`src/rtl/iorb_pkg.sv`:
```
// ----------------------------------------------------------------------------
// iorb_pkg
// Shared widths, constants and types of the in-order release buffer.
// ----------------------------------------------------------------------------
package iorb_pkg;

   localparam int SEQ_W               = 24;
   localparam int HANDLE_W            = 16;
   localparam int WINDOW_DEFAULT      = 16;
   localparam int QUEUE_DEPTH_DEFAULT = 2;
   // releases per arriving item; further ready items wait for the next arrival
   localparam int MAX_RESULTS         = 16;

   localparam logic STATUS_RELEASED = 1'b0;
   localparam logic STATUS_REJECTED = 1'b1;

   typedef struct packed {
      logic [SEQ_W-1:0]    sequence_req;
      logic [HANDLE_W-1:0] item_handle;
   } item_type;

   typedef struct packed {
      logic full;
      logic empty;
   } queue_status_type;

   typedef struct packed {
      logic             start;
      logic [SEQ_W-1:0] sequence_first;
   } restart_type;

endpackage

```
`src/rtl/in_order_release_buffer.sv`:
```
// ----------------------------------------------------------------------------
// in_order_release_buffer
// Reorder buffer: parks sequence-tagged items in a window of slots and
// releases them strictly in sequence order, rejecting items that fall
// outside the window or hit an occupied slot.
// ----------------------------------------------------------------------------
//  channel  direction  handshake            payload
//  req      in         req_valid/req_ready  req_sequence_req, req_item_handle
//  rsp      out        rsp_valid/rsp_ready  rsp_out_sequence, rsp_out_handle,
//                                           rsp_status, rsp_last
//  csr      in         csr_valid/csr_ready  csr_first_sequence
//
//  An item passes the input queue, is window-checked and parked, and then
//  in-order results are released (at most MAX_RESULTS). After a csr write,
//  req and csr are not ready while the slot of the first sequence number is
//  found by a reciprocal multiply; the restart lands as they open again.
//  Synchronous reset empties all slots and expects 0. A stalled rsp holds
//  draining and rejects, while items still park; the queue fills first.
// ----------------------------------------------------------------------------
module in_order_release_buffer #(
   parameter int WINDOW      = iorb_pkg::WINDOW_DEFAULT,
   parameter int QUEUE_DEPTH = iorb_pkg::QUEUE_DEPTH_DEFAULT
) (
   input  logic                          clock,
   input  logic                          reset,
   input  logic                          csr_valid,
   output logic                          csr_ready,
   input  logic [iorb_pkg::SEQ_W-1:0]    csr_first_sequence,
   input  logic                          req_valid,
   output logic                          req_ready,
   input  logic [iorb_pkg::SEQ_W-1:0]    req_sequence_req,
   input  logic [iorb_pkg::HANDLE_W-1:0] req_item_handle,
   output logic                          rsp_valid,
   input  logic                          rsp_ready,
   output logic [iorb_pkg::SEQ_W-1:0]    rsp_out_sequence,
   output logic [iorb_pkg::HANDLE_W-1:0] rsp_out_handle,
   output logic                          rsp_status,
   output logic                          rsp_last
);

   iorb_pkg::queue_status_type q_status;
   iorb_pkg::item_type         push_item;
   iorb_pkg::item_type         head;
   iorb_pkg::restart_type      restart;
   logic [$clog2(WINDOW)-1:0]  restart_slot;
   logic                       push;
   logic                       pop;

   iorb_front #(
      .WINDOW (WINDOW)
   ) u_front (
      .clock              (clock),
      .reset              (reset),
      .csr_valid          (csr_valid),
      .csr_ready          (csr_ready),
      .csr_first_sequence (csr_first_sequence),
      .req_valid          (req_valid),
      .req_ready          (req_ready),
      .req_sequence_req   (req_sequence_req),
      .req_item_handle    (req_item_handle),
      .q_status           (q_status),
      .push               (push),
      .push_item          (push_item),
      .restart            (restart),
      .restart_slot       (restart_slot)
   );

   iorb_queue #(
      .DEPTH (QUEUE_DEPTH)
   ) u_queue (
      .clock     (clock),
      .reset     (reset),
      .push      (push),
      .push_item (push_item),
      .pop       (pop),
      .head      (head),
      .status    (q_status)
   );

   iorb_back #(
      .WINDOW (WINDOW)
   ) u_back (
      .clock            (clock),
      .reset            (reset),
      .restart          (restart),
      .restart_slot     (restart_slot),
      .head             (head),
      .q_status         (q_status),
      .pop              (pop),
      .rsp_valid        (rsp_valid),
      .rsp_ready        (rsp_ready),
      .rsp_out_sequence (rsp_out_sequence),
      .rsp_out_handle   (rsp_out_handle),
      .rsp_status       (rsp_status),
      .rsp_last         (rsp_last)
   );

   // a csr write shuts both input ports while the restart is prepared
   a_csr_blocks_inputs: assert property (@(posedge clock) disable iff (reset)
      csr_valid && csr_ready |=> !req_ready && !csr_ready)
      else $error("input accepted while restart pending");

   a_reject_is_last: assert property (@(posedge clock) disable iff (reset)
      rsp_valid && (rsp_status == iorb_pkg::STATUS_REJECTED) |-> rsp_last)
      else $error("rejected result not marked last");

   a_reset_quiet: assert property (@(posedge clock)
      reset |=> !rsp_valid)
      else $error("result valid right after reset");

endmodule

```
`src/rtl/iorb_queue.sv`:
```
// ----------------------------------------------------------------------------
// iorb_queue
// Small FIFO that carries accepted items from the front end to the back end.
// ----------------------------------------------------------------------------
module iorb_queue #(
   parameter int DEPTH = iorb_pkg::QUEUE_DEPTH_DEFAULT
) (
   input  logic                       clock,
   input  logic                       reset,
   input  logic                       push,
   input  iorb_pkg::item_type         push_item,
   input  logic                       pop,
   output iorb_pkg::item_type         head,
   output iorb_pkg::queue_status_type status
);

   localparam int PW = $clog2(DEPTH);
   localparam int CW = $clog2(DEPTH + 1);

   iorb_pkg::item_type entry_ff [DEPTH];
   logic [PW-1:0] wr_ptr_ff, wr_ptr_in;
   logic [PW-1:0] rd_ptr_ff, rd_ptr_in;
   logic [CW-1:0] fill_ff, fill_in;

   always_comb begin
      wr_ptr_in = wr_ptr_ff;
      rd_ptr_in = rd_ptr_ff;
      fill_in   = fill_ff;
      if (push) begin
         wr_ptr_in = (wr_ptr_ff == PW'(DEPTH - 1)) ? '0 : wr_ptr_ff + 1'b1;
      end
      if (pop) begin
         rd_ptr_in = (rd_ptr_ff == PW'(DEPTH - 1)) ? '0 : rd_ptr_ff + 1'b1;
      end
      if (push && !pop) begin
         fill_in = fill_ff + 1'b1;
      end else if (pop && !push) begin
         fill_in = fill_ff - 1'b1;
      end
   end

   always_ff @(posedge clock) begin
      if (reset) begin
         wr_ptr_ff <= '0;
         rd_ptr_ff <= '0;
         fill_ff   <= '0;
      end else begin
         wr_ptr_ff <= wr_ptr_in;
         rd_ptr_ff <= rd_ptr_in;
         fill_ff   <= fill_in;
      end
   end

   always_ff @(posedge clock) begin
      if (push) begin
         entry_ff[wr_ptr_ff] <= push_item;
      end
   end

   assign head         = entry_ff[rd_ptr_ff];
   assign status.full  = (fill_ff == CW'(DEPTH));
   assign status.empty = (fill_ff == '0);

endmodule

```
`src/rtl/iorb_front.sv`:
```
// ----------------------------------------------------------------------------
// iorb_front
// Accepts items into the queue and takes configuration writes. A write of
// the first sequence number finds its slot by a reciprocal multiply, quotient
// first and remainder second, then issues a restart to the back end.
// ----------------------------------------------------------------------------
module iorb_front #(
   parameter int WINDOW = iorb_pkg::WINDOW_DEFAULT
) (
   input  logic                             clock,
   input  logic                             reset,
   input  logic                             csr_valid,
   output logic                             csr_ready,
   input  logic [iorb_pkg::SEQ_W-1:0]       csr_first_sequence,
   input  logic                             req_valid,
   output logic                             req_ready,
   input  logic [iorb_pkg::SEQ_W-1:0]       req_sequence_req,
   input  logic [iorb_pkg::HANDLE_W-1:0]    req_item_handle,
   input  iorb_pkg::queue_status_type       q_status,
   output logic                             push,
   output iorb_pkg::item_type               push_item,
   output iorb_pkg::restart_type            restart,
   output logic [$clog2(WINDOW)-1:0]        restart_slot
);

   localparam int SW  = $clog2(WINDOW);
   localparam int SQW = iorb_pkg::SEQ_W;
   // floor(x / WINDOW) == (x * RECIP) >> RSH for every 24-bit x
   localparam int RSH = SQW + SW;
   localparam int MW  = SQW + 1;
   localparam int PW  = SQW + MW;
   localparam logic [MW-1:0] RECIP =
      MW'(((64'd1 << RSH) + 64'(WINDOW) - 64'd1) / 64'(WINDOW));

   logic           busy_ff, busy_in;
   logic           start_ff, start_in;
   logic           step_ff, step_in;
   logic [SQW-1:0] first_ff, first_in;
   logic [SQW-1:0] quot_ff, quot_in;
   logic [SW-1:0]  rem_ff, rem_in;
   logic [PW-1:0]  product;
   logic [SQW-1:0] quot_times_window;
   logic           csr_fire;

   assign csr_ready = !busy_ff;
   assign csr_fire  = csr_valid && csr_ready;
   assign req_ready = !busy_ff && !q_status.full;
   assign push      = req_valid && req_ready;

   assign push_item.sequence_req = req_sequence_req;
   assign push_item.item_handle  = req_item_handle;

   assign product           = PW'(first_ff) * PW'(RECIP);
   assign quot_times_window = quot_ff * SQW'(WINDOW);

   // first step: quotient; second step: remainder and restart
   always_comb begin
      busy_in  = busy_ff;
      start_in = 1'b0;
      step_in  = step_ff;
      first_in = first_ff;
      quot_in  = quot_ff;
      rem_in   = rem_ff;
      if (csr_fire) begin
         busy_in  = 1'b1;
         step_in  = 1'b0;
         first_in = csr_first_sequence;
      end else if (busy_ff) begin
         if (!step_ff) begin
            step_in = 1'b1;
            quot_in = SQW'(product >> RSH);
         end else begin
            step_in  = 1'b0;
            rem_in   = SW'(first_ff - quot_times_window);
            busy_in  = 1'b0;
            start_in = 1'b1;
         end
      end
   end

   always_ff @(posedge clock) begin
      if (reset) begin
         busy_ff  <= 1'b0;
         start_ff <= 1'b0;
         step_ff  <= 1'b0;
      end else begin
         busy_ff  <= busy_in;
         start_ff <= start_in;
         step_ff  <= step_in;
      end
   end

   always_ff @(posedge clock) begin
      first_ff <= first_in;
      quot_ff  <= quot_in;
      rem_ff   <= rem_in;
   end

   assign restart.start          = start_ff;
   assign restart.sequence_first = first_ff;
   assign restart_slot           = rem_ff;

endmodule

```
`src/rtl/iorb_back.sv`:
```
// ----------------------------------------------------------------------------
// iorb_back
// Window check and slot choice for the queue head, parking into the slot
// store or rejection, and in-order draining of consecutive slots into the result register.
// ----------------------------------------------------------------------------
module iorb_back #(
   parameter int WINDOW = iorb_pkg::WINDOW_DEFAULT
) (
   input  logic                          clock,
   input  logic                          reset,
   input  iorb_pkg::restart_type         restart,
   input  logic [$clog2(WINDOW)-1:0]     restart_slot,
   input  iorb_pkg::item_type            head,
   input  iorb_pkg::queue_status_type    q_status,
   output logic                          pop,
   output logic                          rsp_valid,
   input  logic                          rsp_ready,
   output logic [iorb_pkg::SEQ_W-1:0]    rsp_out_sequence,
   output logic [iorb_pkg::HANDLE_W-1:0] rsp_out_handle,
   output logic                          rsp_status,
   output logic                          rsp_last
);

   localparam int SW  = $clog2(WINDOW);
   localparam int TW  = SW + 2;
   localparam int CW  = $clog2(iorb_pkg::MAX_RESULTS);
   localparam int SQW = iorb_pkg::SEQ_W;
   localparam int HW  = iorb_pkg::HANDLE_W;
   // 2^24 mod WINDOW: slot correction when an in-window number wraps past zero
   localparam int WRAP_REM = (1 << SQW) % WINDOW;

   typedef enum logic [1:0] {
      ST_CHECK = 2'b01,
      ST_DRAIN = 2'b10
   } state_type;

   state_type         state_ff, state_in;
   logic [SQW-1:0]    exp_ff, exp_in;
   logic [SW-1:0]     exp_slot_ff, exp_slot_in;
   logic [WINDOW-1:0] valid_ff, valid_in;
   logic [CW-1:0]     count_ff, count_in;

   logic [HW-1:0]     handle_mem [WINDOW];
   logic [HW-1:0]     rd_data_ff;
   logic              mem_we;

   logic              out_valid_ff, out_valid_in;
   logic              out_load;
   logic [SQW-1:0]    out_seq_in, out_seq_ff;
   logic [HW-1:0]     out_handle_in, out_handle_ff;
   logic              out_status_in, out_status_ff;
   logic              out_last_in, out_last_ff;

   logic [SQW-1:0]    seq_dist;
   logic              in_window;
   logic              wrap;
   logic [TW-1:0]     slot_sum;
   logic [SW-1:0]     slot;
   logic              reject;
   logic [SW-1:0]     next_slot;
   logic              out_free;
   logic              last_rel;

   assign out_free = !out_valid_ff || rsp_ready;

   // classification of the queue head against the current window
   always_comb begin
      seq_dist  = head.sequence_req - exp_ff;
      in_window = (seq_dist < SQW'(WINDOW));
      wrap      = (head.sequence_req < exp_ff);
      slot_sum  = TW'(exp_slot_ff) + TW'(seq_dist[SW-1:0]) + TW'(WINDOW)
                - (wrap ? TW'(WRAP_REM) : TW'(0));
      priority if (slot_sum >= TW'(2 * WINDOW)) begin
         slot = SW'(slot_sum - TW'(2 * WINDOW));
      end else if (slot_sum >= TW'(WINDOW)) begin
         slot = SW'(slot_sum - TW'(WINDOW));
      end else begin
         slot = SW'(slot_sum);
      end
      reject = !in_window || valid_ff[slot];
   end

   // the wrap past 2^24 can land on the slot being released
   always_comb begin
      if (exp_ff == '1) begin
         next_slot = '0;
      end else if (exp_slot_ff == SW'(WINDOW - 1)) begin
         next_slot = '0;
      end else begin
         next_slot = exp_slot_ff + 1'b1;
      end
      last_rel = (count_ff == CW'(iorb_pkg::MAX_RESULTS - 1)) || !valid_ff[next_slot]
               || (next_slot == exp_slot_ff);
   end

   always_comb begin
      state_in      = state_ff;
      exp_in        = exp_ff;
      exp_slot_in   = exp_slot_ff;
      valid_in      = valid_ff;
      count_in      = count_ff;
      pop           = 1'b0;
      mem_we        = 1'b0;
      out_load      = 1'b0;
      out_seq_in    = head.sequence_req;
      out_handle_in = head.item_handle;
      out_status_in = iorb_pkg::STATUS_REJECTED;
      out_last_in   = 1'b1;
      out_valid_in  = out_valid_ff && !rsp_ready;
      if (restart.start) begin
         state_in    = ST_CHECK;
         exp_in      = restart.sequence_first;
         exp_slot_in = restart_slot;
         valid_in    = '0;
      end else begin
         unique case (state_ff)
            ST_CHECK: begin
               if (!q_status.empty) begin
                  if (reject) begin
                     if (out_free) begin
                        pop      = 1'b1;
                        out_load = 1'b1;
                     end
                  end else begin
                     pop            = 1'b1;
                     mem_we         = 1'b1;
                     valid_in[slot] = 1'b1;
                     count_in       = '0;
                     if (valid_ff[exp_slot_ff] || (slot == exp_slot_ff)) begin
                        state_in = ST_DRAIN;
                     end
                  end
               end
            end
            ST_DRAIN: begin
               if (out_free) begin
                  out_load              = 1'b1;
                  out_seq_in            = exp_ff;
                  out_handle_in         = rd_data_ff;
                  out_status_in         = iorb_pkg::STATUS_RELEASED;
                  out_last_in           = last_rel;
                  valid_in[exp_slot_ff] = 1'b0;
                  exp_in                = exp_ff + 1'b1;
                  exp_slot_in           = next_slot;
                  count_in              = count_ff + 1'b1;
                  if (last_rel) begin
                     state_in = ST_CHECK;
                  end
               end
            end
            default: begin
               state_in = ST_CHECK;
            end
         endcase
      end
      if (out_load) begin
         out_valid_in = 1'b1;
      end
   end

   always_ff @(posedge clock) begin
      if (reset) begin
         state_ff     <= ST_CHECK;
         exp_ff       <= '0;
         exp_slot_ff  <= '0;
         valid_ff     <= '0;
         count_ff     <= '0;
         out_valid_ff <= 1'b0;
      end else begin
         state_ff     <= state_in;
         exp_ff       <= exp_in;
         exp_slot_ff  <= exp_slot_in;
         valid_ff     <= valid_in;
         count_ff     <= count_in;
         out_valid_ff <= out_valid_in;
      end
   end

   // slot store; read port follows the next expected slot, write-first
   always_ff @(posedge clock) begin
      if (mem_we) begin
         handle_mem[slot] <= head.item_handle;
      end
      if (mem_we && (slot == exp_slot_in)) begin
         rd_data_ff <= head.item_handle;
      end else begin
         rd_data_ff <= handle_mem[exp_slot_in];
      end
   end

   always_ff @(posedge clock) begin
      if (out_load) begin
         out_seq_ff    <= out_seq_in;
         out_handle_ff <= out_handle_in;
         out_status_ff <= out_status_in;
         out_last_ff   <= out_last_in;
      end
   end

   assign rsp_valid        = out_valid_ff;
   assign rsp_out_sequence = out_seq_ff;
   assign rsp_out_handle   = out_handle_ff;
   assign rsp_status       = out_status_ff;
   assign rsp_last         = out_last_ff;

endmodule
```
`config.mk`:
```
export PLATFORM = sky130hd
export DESIGN_NAME = in_order_release_buffer
export DESIGN_NICKNAME = d
export VERILOG_FILES = /design/src/rtl/iorb_pkg.sv /design/src/rtl/in_order_release_buffer.sv /design/src/rtl/iorb_queue.sv /design/src/rtl/iorb_front.sv /design/src/rtl/iorb_back.sv
export SDC_FILE = /design/constraint.sdc
export NUM_CORES = 1
export LEC_CHECK = 0
export BUFFER_PORTS_ARGS = -buffer_cell sky130_fd_sc_hd__buf_2
export CAP_MARGIN = 40
export CORE_MARGIN = 8
export CORE_UTILIZATION = 45
export CTS_BUF_LIST = sky130_fd_sc_hd__clkbuf_16
export CTS_CLUSTER_DIAMETER = 30
export DETAILED_ROUTE_END_ITERATION = 8
export PLACE_DENSITY = 0.67
export SLEW_MARGIN = 10
export SYNTH_ARGS = -nofsm -noshare
export SYNTH_HDL_FRONTEND = slang
export SYNTH_SLANG_ARGS = --single-unit
```
`constraint.sdc`:
```
create_clock -name clock -period 11.65 [get_ports clock]
set_input_delay 0.5825 -clock clock [delete_from_list [all_inputs] [get_ports clock]]
set_output_delay 0.5825 -clock clock [all_outputs]
set_load 0.01 [all_outputs]
```
Yosys cells after proc, flatten, opt, wreduce, memory -nomap -nowiden
Memories as Yosys holds them, arrays and structs flattened. A register that Yosys moved wholly into a read port is not among the register bits.
Cells that the tools add are included.
{ "word_totals": {"regBits": 128, "ram_bits": 336, "input_bits": 69, "output_inout_bits": 45, "wordCells": 167, "n_memories": 2} }
{ "memory_table": {"columns": ["memory", "words", "word_bits", "read_ports", "rd_ports_with_merged_regs", "wr", "line_no", "text"], "rows": [
  ["u_back.handle_mem", 16, 16, 1, 1, 1, "iorb_back.sv:43", "logic [HW-1:0] handle_mem [WINDOW];"],
  ["u_queue.entry_ff", 2, 40, 1, 1, 1, "iorb_queue.sv:20", "iorb_pkg::item_type entry_ff [DEPTH];"]
]} }
{ "classes": {"addsub": 13, "order_cmp": 8, "n_eq_ne": 13, "mux": 69, "bitwise_logic": 8, "reduce_logical": 36} }
{ "op_table": {"columns": ["operator", "n"], "rows": [
  ["2-to-1 mux 24 bit", 6],
  ["2-to-1 mux 16 bit", 6],
  ["2-to-1 mux 4 bit", 10],
  ["one-hot mux 16 bit (2 select lines)", 1],
  ["2-to-1 mux 1 bit", 31],
  ["adder 24 x 1 -> 24 bit, second input constant", 1],
  ["equality test 24 bit, second input constant", 1],
  ["less-than comparator 24 x 5 -> 1 bit, second input constant", 1],
  ["subtractor 24 bit", 1],
  ["AND 16 bit", 1],
  ["inverter 16 bit", 1],
  ["OR 16 bit", 1],
  ["less-than comparator 4 x 5 -> 1 bit, second input constant", 3],
  ["2-to-1 mux 2 bit", 7],
  ["binary-select mux 1 bit (select 4 bit)", 3],
  ["subtractor 4 x 1 -> 4 bit, second input constant", 3],
  ["AND reduction 5 bit", 2],
  ["adder 4 x 1 -> 4 bit, second input constant", 2],
  ["demux 1 bit (select 4 bit)", 2],
  ["equality test 4 bit", 2],
  ["equality test 4 bit, second input constant", 2],
  [">= comparator 4 x 1 -> 1 bit, second input constant", 2],
  ["logical AND 1 bit", 8],
  ["zero test 1 bit", 8],
  ["other kinds (23)", 42]
]} }

Logic depth before layout (Yosys ltp)
Gate-level depths: netlist of run 1.
{ "logic_depth": {"word_depth": 16, "depth_mapped": 22, "ltp_nobuf": 19} }

Hierarchy
A second synthesis of run 1 with hierarchy kept.
{ "unflattened": {"cells_unflattened": 1379, "area_unflattened_um2": 20733.6} }
{ "by_module_without_submodules": {"columns": ["mod", "n_inst", "cells_per_inst", "area_each_um2"], "rows": [
  ["iorb_back", 1, 1150, 16380.7],
  ["iorb_queue", 1, 146, 3080.5],
  ["iorb_front", 1, 83, 1272.5]
]} }

Least setup slack after synthesis of run 1
No wires, ideal clock.
{ "synth_path": {"path_kind": "register to register", "start": "reg (tool-made name)", "end": "reg u_back.out_last_ff (netlist: u_back.rsp_last) (enable)", "setup_ns": 0.494, "t_arrival_ns": 6.893, "required_ns": 11.156, "slack_ns": 4.264, "path_stages_with_launch": 17, "period_less_slack_ns": 7.386, "path_cell_list": "dfxtp_1 > buf_1 > buf_1 > mux2i_1 > ha_1 > fa_1 > fa_1 > clkbuf_1 > nand2_1 > or3_1 > mux2i_1 > a2111oi_0 > nand4_1 > nor4_2 > nand2_1 > a31oi_1 > nor3_1"} }
{ "synth_rtl": {"columns": ["item", "line_no", "text"], "rows": [
  ["end signal, assigned", "iorb_back.sv:196", "out_last_ff <= out_last_in;"],
  ["end, declared", "iorb_back.sv:52", "logic out_last_in, out_last_ff;"]
]} }

==> summary.txt, run 1 <==
Outcome
  – Status: finished clean

Drt
  – DRT antenna net count: 0
  – DR pass1 iterations: 5
  – Number of remaining DRC errors: 0
  – WL final: between 50000 and 60000 µm
  – Vias/cell: 5.81
  – Wirelength per Cell: about 25 µm
  – Initial DRC Count: roughly 1300
  – Via count: 13200

Cells and area
  – Synth-to-Final Area Change: 22.6%
  – Fill count: 3720
  – Fraction of final layout cells sized beyond drive strength 1: between 20% and 30%
  – Seq. cell area: 0.0135 mm²
  – Nets: about 1700
  – Area of the multi-input gates: 0.00706 mm²

Clock network
  – Clock buffer depth: 3
  – Worst-skew pair later-pin latency: 0.64 ns
  – Hold_buf cts: 0
  – Setup bufs post-CTS: 0
  – Root Driver: clkbuf_16
  – CTS resizes: 0
  – Clk sink count: around 470
  – Clock buffer count from CTS: 94
  – CTS H-tree depth: 3
  – Clk slew on worst S/H paths: 0.05 ns
  – CTS tree: done

Worst setup path
  – Slowest-stage cell, CP: fa_1
  – Crit path capture type: flop
  – Worst EP arrival: 6.70 ns
  – CP Data Required Time: 11.95 ns
  – Critical Path Max Stage Delay: approximately 0.9 ns
  – Critical path cell sequence: buf_4, mux2i_1, ha_1, fa_1, fa_1, mux2_4, a221o_1, o21ai_2, o31ai_1, a2111o_1, or4_1, or2_1, nor4_4, nand3_2, nor2_1, buf_4
  – CP Launch Type: flop
  – Crit path kind: flop to flop
  – Sum of buffers and inverters on the critical path: 2
  – Worst-path fanout max: 34
  – Worst path top cell family by delay: simple AND/OR/NAND/NOR gates

Timing
  – Post-Route Setup TNS: 0 ns
  – # setup viols final: 0
  – Hold Vio Cnt, Final: 0
  – Slew @ Worst Pin: 0.885 ns
  – RSZ-0062 raised after global routing: false
  – F_max: between 150 and 200 MHz
  – Final worst slack: 5.25 ns
  – Worst slew margin: between 40% and 50%
  – Skew final: 0.0292 ns
  – Minimum clock period: 6.40 ns
  – Period utilization: between 50% and 60%
  – Final Slew Violations: 0

Floorplan
  – DIE AREA: around 0.054 mm²
  – Initial Util: 45.2%
  – Die X: between 200 and 250 µm
  – Chip height: 232 µm
  – # IOs: 114
  – Cell row count: around 80
  – Core ar.: between 0.04 and 0.05 mm²

Yosys
  – Register area share after synthesis: 64.3%
  – Area leader, netlist: edfxtp_1
  – Mean Syn Cell Area: 14.9 µm²
  – Post-Syn Instances: roughly 1400
  – Synth cell count leaders: 406 x edfxtp_1, 103 x nor2_1, 88 x mux4_2, 78 x a21oi_1, 76 x nand2_1
  – Asr flop ratio synth: 0%
  – Syn_nets: approximately 1500
  – Yosys reg bits: 469
  – Post-Synthesis Cell Area: 0.0209 mm²
  – Area share of the largest cell type after synthesis: 58.3%
  – Main synth FF type: edfxtp_1
  – Distinct cells, synth: 82
  – Top cells by area, synth: edfxtp_1 58%, mux4_2 9.5%, dfxtp_1 6.0%
  – Most common cell in the synthesized netlist: edfxtp_1
  – EDFF count, synth: 406
  – Synth warn: 0

Global routing
  – Total global routing overflow: 0
  – Global-route usage over all layers: a little over a fifth
  – Antenna violations before repair: 1
  – Number of global-route vias before repair: 13500
  – Largest net degree at the start of global routing: between 50 and 60
  – First-pass GRT wire length: 85000 µm

Power
  – Reg power frac: 35.4%
  – Peak supply drop: 0.000135 V
  – Clock share of power: 46.1%
  – Sw Pwr: 0.00167 W
  – Pwr dens: 231 mW/mm²
  – Pleak: about 8.8 nW
  – Combinational group share of total power: 18.5%
  – Internal power: 0.00426 W
  – Overall power: 0.00593 W
  – Switching share of power: 28.2%

Placed design
  – Post-DP HPWL: 37800 µm
  – GPL Wtd Cong: 0.918
  – DP Worst Slack: approximately 5.3 ns
  – Port buffer count: 113

Run
  – # Max-Cap Violations: 0

Min path
  – HP Class: input port to flop
## metrics by stage
stage	instances	cell area, µm²	hold WS, ns	util (%)
after floorplan	1407	20900	0.427	-
after global placement	2092	22200	0.449	48.1
after detailed placement	2098	22300	0.466	48.3
after CTS	2272	25600	0.0806	55.4
after global routing	2272	25600	0.105	55.4
final	2273	25600	0.116	55.4
## registers in the layout, indices dropped and copies added (netlist names), 2 cells and up, named ones only
name                     flops
u_back.valid_ff             16
u_queue.entry_ff            80
u_front.first_ff            24
u_queue.fill_ff              2
u_back.state_ff              2
u_back.rsp_out_sequence     24
u_back.handle_mem          256
u_back.exp_slot_ff           4
u_back.exp_ff               24
u_back.rsp_out_handle       16
u_back.count_ff              4
u_front.restart_slot         4
## routing by layer
layer  vias to the layer above  share of wire, %  track usage [%]  wire length, µm
li1                       5903                 -                -                -
met1                      6633                39             26.0            22200
met2                       563                51             36.1            28600
met3                       105               7.0             4.30             3970
met4                         0               3.2             8.22             1800
met5                         -                 0                0                0
## area by class of cell
class | count | area share, %
Clock inverter | 78 | 3.47
Sequential cell | 469 | 52.5
Clock buffer | 96 | 9.37
Timing Repair Buffer | 148 | 3.46
Tap cell | 607 | 2.96
Antenna cell | 1 | 0.00976
Multi-Input combinational cell | 827 | 27.5
Inverter | 47 | 0.688
## cells by family (layout without fill, tap and decap cells)
kind of cell	after synthesis	count (layout)	share of synthesized area, %
DFF	469	469	64.3
and+or+nand+nor	343	343	8.31
AOI/OAI and AO/OA	232	232	7.24
muxes	174	174	14.1
buffers and inverters	111	369	2.02
xor gates and xnor gates	41	41	1.75
adders and majority gates	37	37	2.29
other	0	1	0
## layout by cell type (no fill, tap or decap), types with 41 or more instances in the layout
cell,netlist,layout
o21ai_0,41,41
mux2_2,74,74
buf_2,4,114
mux4_2,88,88
edfxtp_1,406,406
inv_1,47,55
nand2_1,76,76
clkbuf_16,0,96
nor2_1,103,102
a21oi_1,78,78
dfxtp_1,63,59
## worst paths after layout
kind	startpoint	end	slack, ns	depth (start not counted)
max	flop	u_back.handle_mem[3][1]	5.25	16
min	csr_first_sequence[11]	u_front.first_ff[11]	0.12	1
max reg2reg	flop	u_back.handle_mem[3][1]	5.25	16
min reg2reg	u_front.first_ff[20]	u_back.exp_ff[20]	0.48	2
## power by group through the flow
stage          registers [W]  clock network [W]  logic (W)
2_1_floorplan        0.00215                  0   0.000668
3_3_place_gp         0.00213                  0    0.00108
3_5_place_dp         0.00213                  0    0.00109
4_1_cts              0.00210            0.00277    0.00110
5_1_grt              0.00211            0.00285    0.00119
6_report             0.00210            0.00273    0.00110
Power figures use the tool's default switching activity.
==> inputs of run 2 (changes only) <==
Settings changed: PLACE_DENSITY 0.67 to 0.69.
Clock period 11.65 ns to 5.2 ns, I/O delays scaled along.
==> run 2 against run 1 <==
Via count increased by 3.2%; combinational power increased by 150%; critical path type unchanged; final area increased by 4.3%; clock skew increased by 0.0090 ns; die area unchanged; cell count increased by 3.6%; total power increased by 120%; highest routed layer is now met5; utilization increased by 2.4 points; flip-flop and latch count unchanged.
==> summary.txt, run 2 (synthesis gave the netlist of run 1 again) <==
Outcome
  – Status: finished clean

Placed design
  – Port buffer count: roughly 110
  – Post-DP HPWL: 37000 µm
  – GPL Wtd Cong: 0.892
  – DP Worst Slack: -0.00719 ns

Timing
  – Final Slew Violations: 0
  – RSZ-0062 raised after global routing: true
  – Worst slew margin: 39.8%
  – Post-Route Setup TNS: 0 ns
  – Period utilization: 99.7%
  – Minimum clock period: between 5 and 6 ns
  – Hold Vio Cnt, Final: 0
  – F_max: 193 MHz
  – Skew final: 0.0382 ns
  – Slew @ Worst Pin: 0.899 ns
  – Final worst slack: 0.0136 ns
  – # setup viols final: 0

Drt
  – DR pass1 iterations: 5
  – Number of remaining DRC errors: 0
  – Vias/cell: approximately 5.8
  – Wirelength per Cell: 24.0 µm
  – WL final: 56600 µm
  – Initial DRC Count: 1102
  – Via count: ~14000
  – DRT antenna net count: 0

Cells and area
  – Fraction of final layout cells sized beyond drive strength 1: 31.1%
  – Ant diodes: 0
  – Reg with most FFs: u_back.handle_mem
  – Synth-to-Final Area Change: 27.9%
  – Nets: 1779
  – Max reg flops: 256
  – Most common cell after layout, fill and taps aside: edfxtp_1
  – Most frequent cells in the layout: 406 x edfxtp_1, 113 x buf_2, 92 x clkbuf_16
  – Largest regs: u_back.handle_mem (256), u_queue.entry_ff (80)

Worst setup path
  – Worst-path fanout max: 7
  – Worst EP arrival: about 5.7 ns
  – Reg-to-reg slack, setup: 0.01 ns
  – CP Data Required Time: about 5.7 ns
  – Crit path capture type: flop
  – Worst reg2reg path endpoint: u_queue.fill_ff[1]
  – Reg2reg path depth: 18
  – CP Launch Type: flop
  – Crit path kind: flop to flop

Clock network
  – Worst-skew pair later-pin latency: ~0.63 ns
  – Clk slew on worst S/H paths: about 0.050 ns
  – CTS H-tree depth: 3
  – Root Driver: clkbuf_16
  – Clock buffer depth: 3
  – Clk sink count: 469
  – CTS tree: done
  – Clock buffer count from CTS: 90

Min path
  – Worst hold path endpoint: u_queue.wr_ptr_ff
  – HP Start: req_valid
  – Hold Path Depth: 4
  – HP Class: input port to flop

Run
  – # Max-Cap Violations: 0

Global routing
  – Global Route met2 Usage: 35.2%
  – Antenna violations before repair: 7
  – Gr busiest metal: met2
  – First-pass GRT wire length: 84800 µm
  – Number of global-route vias before repair: 14000
  – Routing usage on met3: 5.12%
  – Total global routing overflow: 0
  – Global routing usage on met1: 25.8%
  – Largest net degree at the start of global routing: 47
  – Global-route usage over all layers: 20.9%

Power
  – Pleak: slightly above 9 nW
  – Peak supply drop: roughly 0.00031 V
  – Pwr dens: 495 mW/mm²

Floorplan
  – Initial Util: 45.2%
  – Core ar.: 0.0463 mm²
  – Die X: 232 µm
  – DIE AREA: 0.0536 mm²
  – Cell row count: 79
  – # IOs: 114
  – Chip height: 232 µm
## run 2: changes by cell type in the layout (fill, tap and decap cells not counted), moves of 5 or more
cell / previous run / this run
nor2_4: 1 / 17
dlygate4sd3_1: 0 / 65
buf_4: 30 / 36
inv_6: 6 / 11
nor2_1: 102 / 86
buf_12: 1 / 18
clkinv_2: 16 / 10
## run 2: final cells by class
class / instances / area [µm²]
clock buffer: 92 / 2300
timing repair buffer: 238 / 1950
multi-input combinational: 827 / 7290
tap: 607 / 759
inverter: 47 / 176
sequential: 469 / 13500
clock inverter: 75 / 800
fill: 3556 / 19500
## run 2: worst max-delay path by stage
stage,from,end,cells past startpoint
after floorplan,flop,u_queue.fill_ff[1],18
after global placement,flop,u_back.handle_mem[14][12],16
after detailed placement,flop,u_back.handle_mem[6][9],16
after CTS,flop,u_back.handle_mem[0][6],17
after global routing,flop,u_queue.fill_ff[1],18
final,flop,u_queue.fill_ff[1],18
## run 2: repair_timing
item                                    CTS  global route
gates resized for setup                   2            22
hold buffers                             65             0
buffers inserted                          0            10
pin swaps                                 0            20
endpoints found under the setup margin   83           257
hold endpoints to repair                106             0
## run 2: worst max-delay path: stages, from the launching register on
cell       delay [ns]
dfxtp_4          0.39
mux2i_2          0.24
ha_2             0.22
fa_1             0.44
fa_2             0.60
buf_8            0.14
mux2i_2          0.22
a2bb2oi_2        0.18
a21oi_1          0.08
o211a_1          0.16
a2111o_1         0.38
or4_4            0.42
or2_4            0.27
nor4_4           0.35
o21ai_1          0.13
ha_2             0.23
xor2_1           0.15
or3_1            0.36
a21oi_1          0.14
## run 2: through the flow
| step | cell area, µm² | total power (W) | hold WS, ns | instances | util [%] |
|---|---|---|---|---|---|
| after floorplan | 21100 | 0.00637 | 0.359 | 1407 | - |
| after global routing | 26700 | 0.0137 | 0.120 | 2355 | 57.8 |
| after CTS | 26600 | 0.0132 | 0.0778 | 2345 | 57.4 |
| after global placement | 22700 | 0.00727 | 0.438 | 2109 | 49.1 |
| final | 26700 | 0.0132 | 0.106 | 2355 | 57.8 |
| after detailed placement | 22800 | 0.00731 | 0.438 | 2113 | 49.3 |
## run 2: layer usage
metal / up-vias / routed length, µm
li1: 6099 / -
met1: 6840 / 22800
met2: 554 / 28200
met3: 124 / 3620
met4: 6 / 1980
met5: - / 43
## run 2: power by group
group | internal [W] | total (W) | leakage [nW] | switching [W]
clock | 0.00380 | 0.00582 | 1.52 | 0.00202
sequential | 0.00461 | 0.00471 | 4.21 | 0.0000978
combinational | 0.000957 | 0.00270 | 3.46 | 0.00174
==> inputs of run 3 (changes only) <==
Settings changed: PLACE_DENSITY 0.69 to 0.67.
Clock period 5.2 ns to 6.13 ns, I/O delays scaled along.
==> run 3 against run 2 <==
Flip-flop and latch count is the same; largest cell class unchanged; fmax shrank 8.2%; routed wire length shrank 4.2%; total power shrank 18%; largest power group unchanged.
==> summary.txt, run 3 (synthesis gave the netlist of run 1 again) <==
Outcome
  – Status: finished clean

Drt
  – WL final: 54200 µm
  – Via count: roughly 13000
  – Wirelength per Cell: about 23 µm
  – DR pass1 iterations: 5
  – Vias/cell: 5.72
  – Initial DRC Count: 1197
  – DRT antenna net count: 0
  – Number of remaining DRC errors: 0

Power
  – Combinational group share of total power: 19.3%
  – Switching share of power: 28.7%
  – Pwr dens: about 420 mW/mm²
  – Pleak: 9.01 nW
  – Internal power: between 0.007 and 0.008 W
  – Peak supply drop: 0.000305 V
  – Overall power: 0.0109 W
  – Reg power frac: 36.7%
  – Clock share of power: 44.0%
  – Sw Pwr: about 0.0031 W

Global routing
  – First-pass GRT wire length: 82500 µm
  – Largest net degree at the start of global routing: 52
  – Total global routing overflow: 0
  – Global-route usage over all layers: 20.1%
  – Antenna violations before repair: 0
  – Number of global-route vias before repair: 13600

Floorplan
  – Die X: 232 µm
  – Initial Util: between 40% and 50%
  – Chip height: roughly 230 µm
  – DIE AREA: about 0.054 mm²
  – # IOs: 114
  – Cell row count: 79
  – Core ar.: roughly 0.046 mm²

Clock network
  – Clock buffer count from CTS: 90
  – CTS tree: done
  – Worst-skew pair later-pin latency: 0.64 ns
  – CTS H-tree depth: 3
  – Setup bufs post-CTS: 0
  – Clock buffer depth: 3
  – Root Driver: clkbuf_16
  – Clk slew on worst S/H paths: about 0.050 ns
  – Clk sink count: 469

Cells and area
  – Synth-to-Final Area Change: 24.6%
  – Most frequent cells in the layout: 406 x edfxtp_1, 113 x buf_2, 102 x nor2_1
  – Area of the multi-input gates: 0.00707 mm²
  – Max reg flops: 256
  – Most common cell after layout, fill and taps aside: edfxtp_1
  – Reg with most FFs: u_back.handle_mem
  – Seq. cell area: roughly 0.013 mm²
  – Final core occ: 56.3%
  – Largest regs: u_back.handle_mem (256), u_queue.entry_ff (80)
  – Fraction of final layout cells sized beyond drive strength 1: roughly 28%
  – Final Cell Area: 0.0261 mm²
  – Ant diodes: 0
  – Nets: 1759
  – Fill count: 3607

Timing
  – RSZ-0062 raised after global routing: false
  – Final Slew Violations: 0
  – # setup viols final: 0
  – WHS: ~0.16 ns
  – Worst slew margin: 45.5%
  – Final worst slack: about 0.48 ns
  – Hold Vio Cnt, Final: 0
  – F_max: 177 MHz
  – Slew @ Worst Pin: roughly 0.8 ns
  – Period utilization: between 90 and 100%
  – Minimum clock period: 5.65 ns
  – Skew final: 0.0549 ns

Worst setup path
  – CP Launch Type: flop
  – Crit path capture type: flop
  – Critical Path Max Stage Delay: 0.52 ns
  – Sum of buffers and inverters on the critical path: 0
  – Slowest-stage cell, CP: nor4_4
  – Worst EP arrival: 6.18 ns
  – CP Data Required Time: 6.65 ns
  – Crit path kind: flop to flop
  – Worst path top cell family by delay: simple AND/OR/NAND/NOR gates
  – Worst-path fanout max: 10
  – Critical path cell sequence: mux2i_1, ha_1, fa_1, fa_1, xnor2_1, o21ai_0, o21ai_2, o31ai_1, a2111o_1, or4_1, or2_1, nor4_4, o21ai_0, ha_1, or3_1, a21oi_1

Placed design
  – DP Area: roughly 0.022 mm²
  – GPL Wtd Cong: a little over 0.9
  – Port buffer count: about 110
  – Post-DP HPWL: 36100 µm
  – DP Worst Slack: approximately 0.49 ns

Min path
  – HP Class: input port to flop

Run
  – # Max-Cap Violations: 0
run 3: changes by cell type in the layout (fill, tap and decap cells not counted), moves of 3 or more:
cell     before  now
inv_6        11    6
mux2i_1       8   11
nor2_1       86  102
mux2i_2       3    0
inv_1        57   62
nor2_4       17    1
nand3_4       4    0
buf_12       18    0
nand3_2       0    4
run 3: power by group through the flow:
stage,sequential [W],clock [W],combinational [W]
3_3_place_gp,0.00405,0,0.00203
3_5_place_dp,0.00405,0,0.00205
2_1_floorplan,0.00408,0,0.00127
5_1_grt,0.00401,0.00499,0.00228
6_report,0.00399,0.00478,0.00210
4_1_cts,0.00400,0.00486,0.00210
run 3: layout make-up:
cell class              count  area share [%]
clock buffers              90            8.64
clock inverters            76            3.01
inverters                  47           0.677
multi-input cells         827            27.1
flip-flops and latches    469            51.6
well taps                 607            2.91
repair buffers            218            6.00
run 3: routing by layer:
metal / up-vias / global-route usage (%) / part of all wire (%)
met1: 6654 / 25.9 / 41
met2: 558 / 34.2 / 50
met5: - / 0 / 0
met3: 90 / 4.05 / 6.6
li1: 6037 / - / -
met4: 0 / 6.12 / 2.2
run 3: stage by stage:
step	cells	setup TNS [ns]
global placement	2098	0
floorplan	1407	-10.53
finish	2334	0
global route	2334	0
CTS	2334	0
detailed placement	2103	0
run 3: worst paths after layout:
check	to	slack, ns	start	depth (start not counted)
worst max-delay path	u_queue.fill_ff[1]	0.48	flop	16
worst min-delay path	u_queue.wr_ptr_ff	0.16	req_valid	4
worst max register to register	u_queue.fill_ff[1]	0.48	flop	16
worst min register to register	u_front.restart_slot[1]	0.46	u_front.first_ff[1]	0
run 3: timing repair:
item	in CTS	in global routing
resized for setup	0	1
hold buffers	65	0
setup endpoints to repair	0	1
hold endpoints to repair	106	0
run 3: tightest hold or removal path: cells and delay by family:
family | cells | cell delay (ns)
buffers and inverters | 1 | 0.12
xor gates and xnor gates | 1 | 0.09
and+or+nand+nor | 2 | 0.22
